**src/hdl/bgpmsp_pkg.sv**
```systemverilog
// shared types and constants for the bgp message stream parser
`default_nettype none

package bgpmsp_pkg;

  // width of the running totals kept inside the block
  localparam int unsigned TotalWidth = 32;

  localparam logic [7:0] MarkerByte = 8'hff;
  localparam logic [15:0] HeaderLen = 16'd19;
  localparam logic [7:0] MaxPrefixLen = 8'd32;
  localparam logic [7:0] BgpVersion = 8'd4;

  localparam logic [7:0] TypeOpen = 8'd1;
  localparam logic [7:0] TypeUpdate = 8'd2;
  localparam logic [7:0] TypeNotify = 8'd3;
  localparam logic [7:0] TypeKeepalive = 8'd4;

  localparam logic [2:0] StOk = 3'd0;
  localparam logic [2:0] StBadMarker = 3'd1;
  localparam logic [2:0] StShortLen = 3'd2;
  localparam logic [2:0] StPrefixLen = 3'd3;
  localparam logic [2:0] StPrefixOver = 3'd4;
  localparam logic [2:0] StWdrawOver = 3'd5;
  localparam logic [2:0] StAttrOver = 3'd6;
  localparam logic [2:0] StBadVersion = 3'd7;

  // declared highest field first so that msg_type lands in the lowest bits
  typedef struct packed {
    logic [31:0] total_withdrawn;
    logic [31:0] total_nlri;
    logic [31:0] total_updates;
    logic [31:0] total_messages;
    logic [15:0] open_as;
    logic [7:0]  notify_subcode;
    logic [7:0]  notify_code;
    logic [15:0] nlri_count;
    logic [15:0] withdrawn_count;
    logic [2:0]  status;
    logic [15:0] payload_length;
    logic [7:0]  msg_type;
  } res_t;

  localparam int unsigned ResW = $bits(res_t);
  localparam int unsigned DataW = ((ResW + 7) / 8) * 8;
  localparam int unsigned PadW = DataW - ResW;

endpackage

`default_nettype wire

```
**src/hdl/bgpmsp_step.sv**
```systemverilog
// per-byte parse state and the single-pass step logic that forms one result per message or fatal header error
`default_nettype none

module bgpmsp_step (
  input  wire logic               clk_i,
  input  wire logic               rst_ni,
  input  wire logic               in_vld_i,
  input  wire logic [7:0]         in_byte_i,
  output logic                    res_vld_o,
  output bgpmsp_pkg::res_t        res_o
);
  import bgpmsp_pkg::*;

  localparam logic [3:0] PhHeader = 4'd0;
  localparam logic [3:0] PhSkip   = 4'd1;
  localparam logic [3:0] PhOpen   = 4'd2;
  localparam logic [3:0] PhNotify = 4'd3;
  localparam logic [3:0] PhWlen   = 4'd4;
  localparam logic [3:0] PhWpfx   = 4'd5;
  localparam logic [3:0] PhAlen   = 4'd6;
  localparam logic [3:0] PhAttr   = 4'd7;
  localparam logic [3:0] PhNlri   = 4'd8;

  logic [3:0]  phase_q, phase_d;
  logic [15:0] idx_q, idx_d;
  logic [15:0] mlen_q, mlen_d;
  logic [7:0]  typ_q, typ_d;
  logic [15:0] wlen_q, wlen_d;
  logic [15:0] alen_q, alen_d;
  logic [2:0]  pleft_q, pleft_d;
  logic [15:0] wtally_q, wtally_d;
  logic [15:0] ntally_q, ntally_d;
  logic [2:0]  status_q, status_d;
  logic [15:0] code_q, code_d;
  logic [15:0] as_q, as_d;
  logic [TotalWidth-1:0] msg_tot_q, msg_tot_d;
  logic [TotalWidth-1:0] upd_tot_q, upd_tot_d;
  logic [TotalWidth-1:0] nlri_tot_q, nlri_tot_d;
  logic [TotalWidth-1:0] wdr_tot_q, wdr_tot_d;
  logic        halted_q, halted_d;

  logic [15:0] pos;
  logic [15:0] plen;
  logic [6:0]  pfx_add;
  logic [2:0]  pfx_len;
  logic        pfx_bad;
  logic        fatal;
  logic [2:0]  fatal_code;
  logic        msg_end;

  assign pos     = idx_q - HeaderLen;
  assign plen    = mlen_q - HeaderLen;
  assign pfx_add = {1'b0, in_byte_i[5:0]} + 7'd7;
  assign pfx_len = pfx_add[5:3];
  assign pfx_bad = in_byte_i > MaxPrefixLen;

  always_comb begin
    phase_d    = phase_q;
    idx_d      = idx_q;
    mlen_d     = mlen_q;
    typ_d      = typ_q;
    wlen_d     = wlen_q;
    alen_d     = alen_q;
    pleft_d    = pleft_q;
    wtally_d   = wtally_q;
    ntally_d   = ntally_q;
    status_d   = status_q;
    code_d     = code_q;
    as_d       = as_q;
    msg_tot_d  = msg_tot_q;
    upd_tot_d  = upd_tot_q;
    nlri_tot_d = nlri_tot_q;
    wdr_tot_d  = wdr_tot_q;
    halted_d   = halted_q;
    fatal      = 1'b0;
    fatal_code = StOk;
    msg_end    = 1'b0;
    res_vld_o  = 1'b0;
    res_o      = '0;

    if (in_vld_i && !halted_q) begin
      if (idx_q < 16'd16) begin
        if (in_byte_i != MarkerByte) begin
          fatal      = 1'b1;
          fatal_code = StBadMarker;
        end
      end else if (idx_q == 16'd16) begin
        mlen_d = {in_byte_i, 8'h00};
      end else if (idx_q == 16'd17) begin
        mlen_d = {mlen_q[15:8], in_byte_i};
        if (mlen_d < HeaderLen) begin
          fatal      = 1'b1;
          fatal_code = StShortLen;
        end
      end else if (idx_q == 16'd18) begin
        typ_d = in_byte_i;
        case (in_byte_i)
          TypeOpen: begin
            phase_d  = PhOpen;
            status_d = StBadVersion;
          end
          TypeUpdate: phase_d = PhWlen;
          TypeNotify: phase_d = PhNotify;
          default:    phase_d = PhSkip;
        endcase
      end else begin
        case (phase_q)
          PhOpen: begin
            if (pos == 16'd0) begin
              status_d = (in_byte_i == BgpVersion) ? StOk : StBadVersion;
            end else if (pos == 16'd1) begin
              as_d = {in_byte_i, as_q[7:0]};
            end else if (pos == 16'd2) begin
              as_d = {as_q[15:8], in_byte_i};
            end
          end
          PhNotify: begin
            if (pos == 16'd0) begin
              code_d = {in_byte_i, code_q[7:0]};
            end else if (pos == 16'd1) begin
              code_d = {code_q[15:8], in_byte_i};
            end
          end
          PhWlen: begin
            if (pos == 16'd0) begin
              wlen_d = {in_byte_i, 8'h00};
            end else begin
              wlen_d = {wlen_q[15:8], in_byte_i};
              if (17'(wlen_d) + 17'd2 > 17'(plen)) begin
                if (status_d == StOk) status_d = StWdrawOver;
                phase_d = PhSkip;
              end else if (wlen_d == 16'd0) begin
                phase_d = PhAlen;
              end else begin
                phase_d = PhWpfx;
              end
            end
          end
          PhWpfx: begin
            if (pleft_q != 3'd0) begin
              pleft_d = pleft_q - 3'd1;
            end else if (pfx_bad) begin
              if (status_d == StOk) status_d = StPrefixLen;
              phase_d = PhSkip;
            end else begin
              wtally_d = wtally_q + 16'd1;
              pleft_d  = pfx_len;
            end
            // last byte of the withdrawn region
            if (phase_d == PhWpfx && 17'(pos) == 17'(wlen_q) + 17'd1) begin
              if (pleft_d != 3'd0) begin
                if (status_d == StOk) status_d = StPrefixOver;
                phase_d = PhSkip;
              end else begin
                phase_d = PhAlen;
              end
            end
          end
          PhAlen: begin
            if (17'(pos) == 17'(wlen_q) + 17'd2) begin
              alen_d = {in_byte_i, 8'h00};
            end else begin
              alen_d = {alen_q[15:8], in_byte_i};
              if (18'(wlen_q) + 18'(alen_d) + 18'd4 > 18'(plen)) begin
                if (status_d == StOk) status_d = StAttrOver;
                phase_d = PhSkip;
              end else begin
                phase_d = (alen_d == 16'd0) ? PhNlri : PhAttr;
              end
            end
          end
          PhAttr: begin
            if (18'(pos) == 18'(wlen_q) + 18'(alen_q) + 18'd3) phase_d = PhNlri;
          end
          PhNlri: begin
            if (pleft_q != 3'd0) begin
              pleft_d = pleft_q - 3'd1;
            end else if (pfx_bad) begin
              if (status_d == StOk) status_d = StPrefixLen;
              phase_d = PhSkip;
            end else begin
              ntally_d = ntally_q + 16'd1;
              pleft_d  = pfx_len;
            end
          end
          default: ;
        endcase
      end

      msg_end = !fatal && (idx_q >= 16'd18) && (17'(idx_q) + 17'd1 == 17'(mlen_q));

      if (fatal) begin
        halted_d              = 1'b1;
        res_vld_o             = 1'b1;
        res_o.status          = fatal_code;
        res_o.total_messages  = 32'(msg_tot_q);
        res_o.total_updates   = 32'(upd_tot_q);
        res_o.total_nlri      = 32'(nlri_tot_q);
        res_o.total_withdrawn = 32'(wdr_tot_q);
      end else if (msg_end) begin
        // an update cut short takes the error of the region it stopped in
        if (typ_d == TypeUpdate && status_d == StOk) begin
          if (phase_d == PhWlen) begin
            status_d = StWdrawOver;
          end else if (phase_d == PhAlen || phase_d == PhAttr) begin
            status_d = StAttrOver;
          end else if (phase_d == PhNlri && pleft_d != 3'd0) begin
            status_d = StPrefixOver;
          end
        end
        msg_tot_d = msg_tot_q + TotalWidth'(1);
        if (typ_d == TypeUpdate && status_d == StOk) begin
          upd_tot_d  = upd_tot_q + TotalWidth'(1);
          nlri_tot_d = nlri_tot_q + TotalWidth'(ntally_d);
          wdr_tot_d  = wdr_tot_q + TotalWidth'(wtally_d);
        end
        res_vld_o             = 1'b1;
        res_o.msg_type        = typ_d;
        res_o.payload_length  = plen;
        res_o.status          = status_d;
        res_o.withdrawn_count = wtally_d;
        res_o.nlri_count      = ntally_d;
        res_o.notify_code     = code_d[15:8];
        res_o.notify_subcode  = code_d[7:0];
        res_o.open_as         = as_d;
        res_o.total_messages  = 32'(msg_tot_d);
        res_o.total_updates   = 32'(upd_tot_d);
        res_o.total_nlri      = 32'(nlri_tot_d);
        res_o.total_withdrawn = 32'(wdr_tot_d);
      end else begin
        idx_d = idx_q + 16'd1;
      end

      if (fatal || msg_end) begin
        phase_d  = PhHeader;
        idx_d    = '0;
        mlen_d   = '0;
        typ_d    = '0;
        wlen_d   = '0;
        alen_d   = '0;
        pleft_d  = '0;
        wtally_d = '0;
        ntally_d = '0;
        status_d = StOk;
        code_d   = '0;
        as_d     = '0;
      end
    end
  end

  always_ff @(posedge clk_i or negedge rst_ni) begin
    if (!rst_ni) begin
      phase_q    <= PhHeader;
      idx_q      <= '0;
      mlen_q     <= '0;
      typ_q      <= '0;
      wlen_q     <= '0;
      alen_q     <= '0;
      pleft_q    <= '0;
      wtally_q   <= '0;
      ntally_q   <= '0;
      status_q   <= StOk;
      code_q     <= '0;
      as_q       <= '0;
      msg_tot_q  <= '0;
      upd_tot_q  <= '0;
      nlri_tot_q <= '0;
      wdr_tot_q  <= '0;
      halted_q   <= 1'b0;
    end else begin
      phase_q    <= phase_d;
      idx_q      <= idx_d;
      mlen_q     <= mlen_d;
      typ_q      <= typ_d;
      wlen_q     <= wlen_d;
      alen_q     <= alen_d;
      pleft_q    <= pleft_d;
      wtally_q   <= wtally_d;
      ntally_q   <= ntally_d;
      status_q   <= status_d;
      code_q     <= code_d;
      as_q       <= as_d;
      msg_tot_q  <= msg_tot_d;
      upd_tot_q  <= upd_tot_d;
      nlri_tot_q <= nlri_tot_d;
      wdr_tot_q  <= wdr_tot_d;
      halted_q   <= halted_d;
    end
  end

  // once halted only reset brings the parser back
  a_halt_sticks: assert property (@(posedge clk_i) disable iff (!rst_ni)
    halted_q |=> halted_q)
    else $error("parser left the halted state without reset");

  a_fatal_halts: assert property (@(posedge clk_i) disable iff (!rst_ni)
    res_vld_o && (res_o.status == StBadMarker || res_o.status == StShortLen)
      && res_o.msg_type == 8'd0 && res_o.payload_length == 16'd0 |=> halted_q)
    else $error("header error did not halt the parser");

  a_payload_phase: assert property (@(posedge clk_i) disable iff (!rst_ni)
    phase_q != PhHeader |-> idx_q >= HeaderLen)
    else $error("payload phase active inside the header");

  a_no_result_halted: assert property (@(posedge clk_i) disable iff (!rst_ni)
    halted_q |-> !res_vld_o)
    else $error("result produced while halted");

endmodule

`default_nettype wire

```
**src/hdl/bgpmsp_out_buf.sv**
```systemverilog
// result register with a skid stage in front of the output stream
`default_nettype none

module bgpmsp_out_buf (
  input  wire logic               clk_i,
  input  wire logic               rst_ni,
  input  wire logic               push_i,
  input  wire bgpmsp_pkg::res_t   push_data_i,
  output logic                    full_o,
  output logic                    out_vld_o,
  input  wire logic               out_rdy_i,
  output bgpmsp_pkg::res_t        out_data_o
);
  import bgpmsp_pkg::*;

  logic out_vld_q;
  logic skd_vld_q;
  res_t out_q;
  res_t skd_q;
  logic pop;

  assign pop        = out_vld_q && out_rdy_i;
  assign full_o     = skd_vld_q;
  assign out_vld_o  = out_vld_q;
  assign out_data_o = out_q;

  always_ff @(posedge clk_i or negedge rst_ni) begin
    if (!rst_ni) begin
      out_vld_q <= 1'b0;
      skd_vld_q <= 1'b0;
    end else begin
      if (!out_vld_q || pop) begin
        out_vld_q <= skd_vld_q || push_i;
        skd_vld_q <= 1'b0;
      end else if (push_i) begin
        skd_vld_q <= 1'b1;
      end
    end
  end

  always_ff @(posedge clk_i) begin
    if (!out_vld_q || pop) begin
      out_q <= skd_vld_q ? skd_q : push_data_i;
    end else if (push_i) begin
      skd_q <= push_data_i;
    end
  end

  a_skid_order: assert property (@(posedge clk_i) disable iff (!rst_ni)
    skd_vld_q |-> out_vld_q)
    else $error("skid stage holds a word while the output register is empty");

  a_no_overflow: assert property (@(posedge clk_i) disable iff (!rst_ni)
    push_i |-> !skd_vld_q)
    else $error("result pushed into a full buffer");

endmodule

`default_nettype wire

```
**src/hdl/bgp_message_stream_parser.sv**
```systemverilog
// top level of the bgp message stream parser
`default_nettype none

// Takes one byte of a BGP TCP stream per clock while s_axis_tready_o is high and gives one
// result word on the last byte of each message (or on a fatal header error, after which it
// ignores input until reset). The parse state registers are written at the edge that
// accepts the byte; at that edge a finished result word goes into the result register,
// which drives m_axis_tvalid_o, or into the skid stage while the result register holds a
// word. The skid stage behind the result register keeps s_axis_tready_o high while a
// finished result waits; tready drops only when both the result register and the skid
// stage hold a word, and rises again in the cycle after the output takes a word.
module bgp_message_stream_parser (
  input  wire logic                        clk_i,
  input  wire logic                        rst_ni,
  input  wire logic                        s_axis_tvalid_i,
  output logic                             s_axis_tready_o,
  // data_byte [7:0]
  input  wire logic [7:0]                  s_axis_tdata_i,
  output logic                             m_axis_tvalid_o,
  input  wire logic                        m_axis_tready_i,
  // msg_type, payload_length, status, withdrawn_count, nlri_count, notify_code,
  // notify_subcode, open_as, total_messages, total_updates, total_nlri,
  // total_withdrawn, zero pad
  output logic [bgpmsp_pkg::DataW-1:0]     m_axis_tdata_o
);
  import bgpmsp_pkg::*;

  logic accept;
  logic full;
  logic res_vld;
  res_t res;
  res_t out_res;

  assign s_axis_tready_o = !full;
  assign accept          = s_axis_tvalid_i && !full;

  bgpmsp_step u_step (
    .clk_i     (clk_i),
    .rst_ni    (rst_ni),
    .in_vld_i  (accept),
    .in_byte_i (s_axis_tdata_i),
    .res_vld_o (res_vld),
    .res_o     (res)
  );

  bgpmsp_out_buf u_out_buf (
    .clk_i       (clk_i),
    .rst_ni      (rst_ni),
    .push_i      (res_vld),
    .push_data_i (res),
    .full_o      (full),
    .out_vld_o   (m_axis_tvalid_o),
    .out_rdy_i   (m_axis_tready_i),
    .out_data_o  (out_res)
  );

  assign m_axis_tdata_o = {{PadW{1'b0}}, out_res};

endmodule

`default_nettype wire

```
**config.mk**
```make
export PLATFORM = sky130hd
export DESIGN_NAME = bgp_message_stream_parser
export DESIGN_NICKNAME = d
export VERILOG_FILES = /design/src/hdl/bgpmsp_pkg.sv /design/src/hdl/bgpmsp_step.sv /design/src/hdl/bgpmsp_out_buf.sv /design/src/hdl/bgp_message_stream_parser.sv
export SDC_FILE = /design/constraint.sdc
export NUM_CORES = 2
export LEC_CHECK = 0
export BUFFER_PORTS_ARGS = -buffer_cell sky130_fd_sc_hd__buf_2
export CORE_UTILIZATION = 30
export DETAILED_ROUTE_END_ITERATION = 10
export PLACE_DENSITY = 0.47
export SYNTH_ARGS = -nofsm -noshare
export SYNTH_HDL_FRONTEND = slang
export SYNTH_HIERARCHICAL = 1
export SYNTH_SLANG_ARGS = --single-unit
```
**constraint.sdc**
```tcl
create_clock -name clk_i -period 63 [get_ports clk_i]
set_input_delay 9.45 -clock clk_i [delete_from_list [all_inputs] [get_ports clk_i]]
set_output_delay 9.45 -clock clk_i [all_outputs]
set_load 0.02 [all_outputs]
```
# Yosys cells after proc, flatten, opt, wreduce, memory -nomap -nowiden
# Index checks and enable logic that the tools add are counted.
[op_classes] add_sub_neg=19 magnitude_cmp=6 eq_ne=33 n_mux=165 bitwise=2 n_reduce_logical=44
[ops] cell="16-bit two-way mux" count=53
[ops] cell="219-bit two-way mux" count=3
[ops] cell="3-bit two-way mux" count=55
[ops] cell="128-bit two-way mux" count=1
[ops] cell="32-bit two-way mux" count=3
[ops] cell="4-bit two-way mux" count=21
[ops] cell="8-bit two-way mux" count=9
[ops] cell="32-bit by 1-bit adder with 32-bit output, second input constant" count=2
[ops] cell="32-bit by 16-bit adder with 32-bit output" count=2
[ops] cell="64-bit two-way mux" count=1
[ops] cell="16-bit by 1-bit adder with 16-bit output, second input constant" count=3
[ops] cell="16-bit by 5-bit == test with 1-bit output, second input constant" count=3
[ops] cell="16-bit zero test" count=3
[ops] cell="16-bit by 1-bit adder with 17-bit output, second input constant" count=2
[ops] cell="16-bit by 16-bit adder with 17-bit output" count=2
[ops] cell="16-bit by 2-bit adder with 17-bit output, second input constant" count=2
[ops] cell="16-bit by 17-bit == test with 1-bit output" count=2
[ops] cell="4-bit by 3-bit == test with 1-bit output, second input constant" count=8
[ops] cell="16-bit by 5-bit less-than comparator with 1-bit output, second input constant" count=2
[ops] cell="16-bit by 5-bit subtractor with 16-bit output, second input constant" count=2
[ops] cell="8-bit by 2-bit == test with 1-bit output, second input constant" count=3
[ops] cell="24-bit two-way mux" count=1
[ops] cell="4-bit one-hot mux with 5 select lines" count=1
[ops] cell="18-bit by 2-bit adder with 18-bit output, second input constant" count=1
[ops] cell="other kinds (33)" count=84
[word_totals] register_bits=715 in_bits=12 output_inout_bits=226 word_cells=315

# Logic depth before layout (Yosys ltp)
[logic_depth] ltp_word=34 depth_mapped=32 depth_no_buf=27

# Cells and area by module
# The synthesis kept the hierarchy.
[by_module_without_submodules] module="bgpmsp_step" instances=1 cells_per_inst=2858 area_each_um2=22489.1 seq_area_each_um2=6881.6
[by_module_without_submodules] module="bgpmsp_out_buf" instances=1 cells_per_inst=689 area_each_um2=15951.5 seq_area_each_um2=13202.7
[by_module_without_submodules] module="bgp_message_stream_parser" instances=1 cells_per_inst=8 area_each_um2=51.3 seq_area_each_um2=0.0

# Worst setup path after synthesis
# No wires, ideal clock.
[synth_path] path_type="input to register" startpoint="input m_axis_tready_i" endpoint="register u_out_buf/skd_q[0] (netlist name) (enable)" setup_time_ns=2.506 t_arrival_ns=30.157 required_time_ns=60.494 slack_ns=30.337 path_stages=2 n_path_buf=0 cell_sequence="nand2b_1 nor2_1"
[synth_between] elab_chain_cells=4
[synth_lines] item="start: declaration" line="bgp_message_stream_parser.sv:20" source="input wire logic m_axis_tready_i,"
[synth_lines] item="1-bit logical AND" line="bgpmsp_out_buf.sv:22" source="assign pop = out_vld_q && out_rdy_i;"
[synth_lines] item="1-bit logical OR" line="bgpmsp_out_buf.sv:42" source="if (!out_vld_q || pop) begin"
[synth_lines] item="1-bit NOT (no source line)"
[synth_lines] item="2-bit AND reduction (no source line)"
[synth_lines] item="end signal: assignment" line="bgpmsp_out_buf.sv:45" source="skd_q <= push_data_i;"
[synth_lines] item="end: declaration" line="bgpmsp_out_buf.sv:19" source="res_t skd_q;"
# Every way passes these cells.
# A chain may end at the register's enable or synchronous reset.

==> impl_metrics.csv <==
group,metric,value,unit
synthesis,synthDominantCellAreaShare,0.3417,
synthesis,avgSynthCellArea,10.83,µm²
routing,drc,0,
setup_path,worstPathRequired,63.42,ns
floorplan,die_h,360.2,µm
floorplan,boundaryPins,238,
hold_path,hold_class,"reg -> reg",
cts,worst_skew_pair.late_latency,0.69,ns
timing,setup_tns,0,ns
cts,cts_resized,0,
routing,wl,115300,µm
synthesis,syn_inst,3555,
synthesis,ys_ff_latch,715,
final_layout,area_growth,14.92,%
global_route,grt_pass1_vias,27110,
final_layout,final_common_cell,"nand2_1",
routing,firstDrtPassIters,7,
timing,fin_crit,16.53,ns
synthesis,synth_area_leaders,"edfxtp_1 34%, dfrtp_1 18%, mux2_2 6.6%",
power_and_ir_drop,power_density,26.36,mW/mm²
timing,whs,0.4795,ns
floorplan,start_util,0.3022,
synthesis,synth-main-ff-cell,"edfxtp_1",
timing,final-setup-viol-count,0,
setup_path,cpPeakStageDelay,0.71,ns
timing,finalCritPeriodShare,0.2625,
synthesis,ys_types,89,
timing,fin_skew,0.05196,ns
power_and_ir_drop,power,0.001166,W
setup_path,critPathKind,"in -> reg",
floorplan,rows,131,
power_and_ir_drop,leakage,19.07,nW
setup_path,cp_max_fo,49,
setup_path,crit_path_end_kind,"register",
floorplan,die_area,0.1297,mm²
place,portBuffers,232,
routing,wl_per_cell,21.11,µm
cts,htree_levels,3,
global_route,grt.overflow.total,0,
final_layout,layout_common_cells,"477 x nand2_1, 438 x edfxtp_1, 285 x o21ai_0, 276 x dfrtp_1, 231 x buf_2",
setup_path,arrival,16.95,ns
timing,drv_slew,0,
setup_path,cpMaxStageDelayCell,"o211ai_1",
global_route,grt_pass1_wl,176500,µm
global_route,grt_max_degree,158,
timing,fmax,60.48,MHz
cts,clkTransAtPathRegs,0.06,ns
place,gp_congestion,0.8659,
cts,clock-sinks,715,
floorplan,fp.coreArea,0.1274,mm²
routing,antenna_left,0,
setup_path,path_common_cell,"ha_1",
timing,rsz0062_at_grt,"false",
place,hpwlAfterDp,78320,µm
synthesis,synth_edf_count,438,
flow_run,drv_cap,0,
timing,worstMarginPinSlew,1.154,ns
synthesis,yosys.area.top_type,"edfxtp_1",
synthesis,async_flop_share,0.3874,
floorplan,die_w,360.2,µm
final_layout,nNetsFinal,3869,
routing,drt_iter0_markers,1954,
routing,via_per_inst,5.084,
cts,numCtsBuffers,86,
final_layout,fin_util,0.3473,
cts,cts_buffer_depth,3,
setup_path,crit_path_start_kind,"input port",
synthesis,yosysSeqAreaShare,0.5218,
setup_path,r2r_slack,54.90,ns
timing,hold_violations,0,
power_and_ir_drop,ir_drop,16.96,µV
timing,setup_ws,46.47,ns
global_route,antenna_found_initial,2,
status,status,"complete, no violations",
cts,cts_tree,"yes",
final_layout,drive_gt1_frac,0.1798,
cts,hold_buffers,0,
synthesis,yosys_warnings,6,
routing,vias,27770,
cts,postCtsSetupRepairBufs,0,
global_route,grt_util_all_layers,0.1756,
place,place_ws,45.84,ns
cts,cts_root_buf,"clkbuf_16",
synthesis,netlist_area,0.03849,mm²
timing,relSlewSlack,0.2304,
[final timing paths]
path,startpoint,end,depth (start not counted)
setup reg to reg,u_step/idx_q[0]$_DFFE_PN0P_,u_out_buf/skd_q[190]$_DFFE_PP_,17
setup / recovery,s_axis_tdata_i[1],u_out_buf/out_data_o[150]$_DFFE_PP_,28
hold reg to reg,u_step/nlri_tot_q[31]$_DFFE_PN0P_,u_step/nlri_tot_q[31]$_DFFE_PN0P_,1
max in group asynchronous,rst_ni,u_out_buf/full_o$_DFFE_PN0P_,2
min in group asynchronous,rst_ni,u_step/wdr_tot_q[7]$_DFFE_PN0P_,1
hold / removal,u_step/nlri_tot_q[31]$_DFFE_PN0P_,u_step/nlri_tot_q[31]$_DFFE_PN0P_,1
[flip-flops by register name, indices dropped and copies added (netlist names)]
register and flops:
u_out_buf/skd_q 219, u_step/msg_tot_q 32, u_step/typ_q 8, u_step/status_q 3, u_step/halted_q 1, u_step/mlen_q 16
u_out_buf/full_o 1, u_step/as_q 16, u_step/ntally_q 16, u_step/wdr_tot_q 32, u_step/phase_q 4, u_step/pleft_q 3
u_out_buf/out_vld_o 1, u_step/upd_tot_q 32, u_step/code_q 16, u_out_buf/out_data_o 219, u_step/alen_q 16, u_step/wlen_q 16
u_step/wtally_q 16, u_step/idx_q 16, u_step/nlri_tot_q 32
[synthesized netlist by cell type, types with 7 or more instances]
cell and count:
nand2b_1 25, nor4_1 36, xnor2_1 185, ha_1 128
nor3_1 54, a211o_1 8, o21bai_1 8, or2_2 12
nand4_1 31, nand2_1 479, o21a_1 14, a31oi_1 19
o21ai_0 285, buf_1 14, buf_4 7, mux2_2 226
inv_1 103, buf_2 20, buf_6 23, or3_1 24
dfrtp_1 277, a21oi_1 113, and4_1 20, a211oi_1 12
and3_1 70, nand3_1 104, o21ai_1 14, and2_1 26
xor2_1 91, a21o_1 30, nor2_1 208, xnor3_1 7
nor2b_1 17, a41oi_1 9, edfxtp_1 438, o211ai_1 23
or4_1 24, o31ai_1 74, clkbuf_1 133, mux2i_1 43
a22o_1 16
[power by group]
| part | switching (W) | internal [W] | total [W] |
|---|---|---|---|
| Clock | 0.000213 | 0.000307 | 0.000521 |
| Sequential | 0.0000180 | 0.000499 | 0.000517 |
| Combinational | 0.0000774 | 0.0000517 | 0.000129 |
[final cells by class]
class	instances	area, µm²
clock buffers	115	2354
diodes	1	2.502
multi-input cells	2544	17170
inverters	103	386.6
repair buffers	275	1544
clock inverters	47	614.3
well taps	1662	2079
fillers	12780	83120
flip-flops and latches	715	20090
[layer usage]
layer	track usage	part of all wire	up-vias	wire length, µm
met5	0	0.00011	-	13
met4	0.04114	0.021	2	2372
met3	0.02606	0.042	136	4845
met2	0.2749	0.45	604	52040
met1	0.2534	0.49	13740	56040
li1	-	-	13290	-
[logic make-up (layout without fill, tap and decap cells)]
kind of cell             after synthesis  after routing  synth area share
AO/OA/AOI/OAI                        694            694            0.1119
AND/OR/NAND/NOR                     1159           1159            0.1425
adder cells (fa/ha/maj)              132            132           0.04369
other                                  1              6        0.00009742
buffers and inverters                300            540           0.03507
multiplexers                         269            269           0.07730
flip-flops                           715            715            0.5218
XOR/XNOR                             285            285           0.06774
[worst max-delay path, delay by kind of cell]
kind	cells	cell delay (ns)
buffers and inverters	3	1.35
AOI/OAI and AO/OA	10	2.65
muxes	2	0.56
adders and majority gates	4	1.30
xor gates and xnor gates	1	0.11
and+or+nand+nor	8	1.50
[stage by stage]
step	cell area (µm²)	instances
2_1_floorplan	38510	3559
3_3_place_gp	41260	5299
3_5_place_dp	41260	5299
4_1_cts	44230	5461
5_1_grt	44230	5461
6_report	44230	5462
No activity file was read; power rests on OpenSTA's default activity.
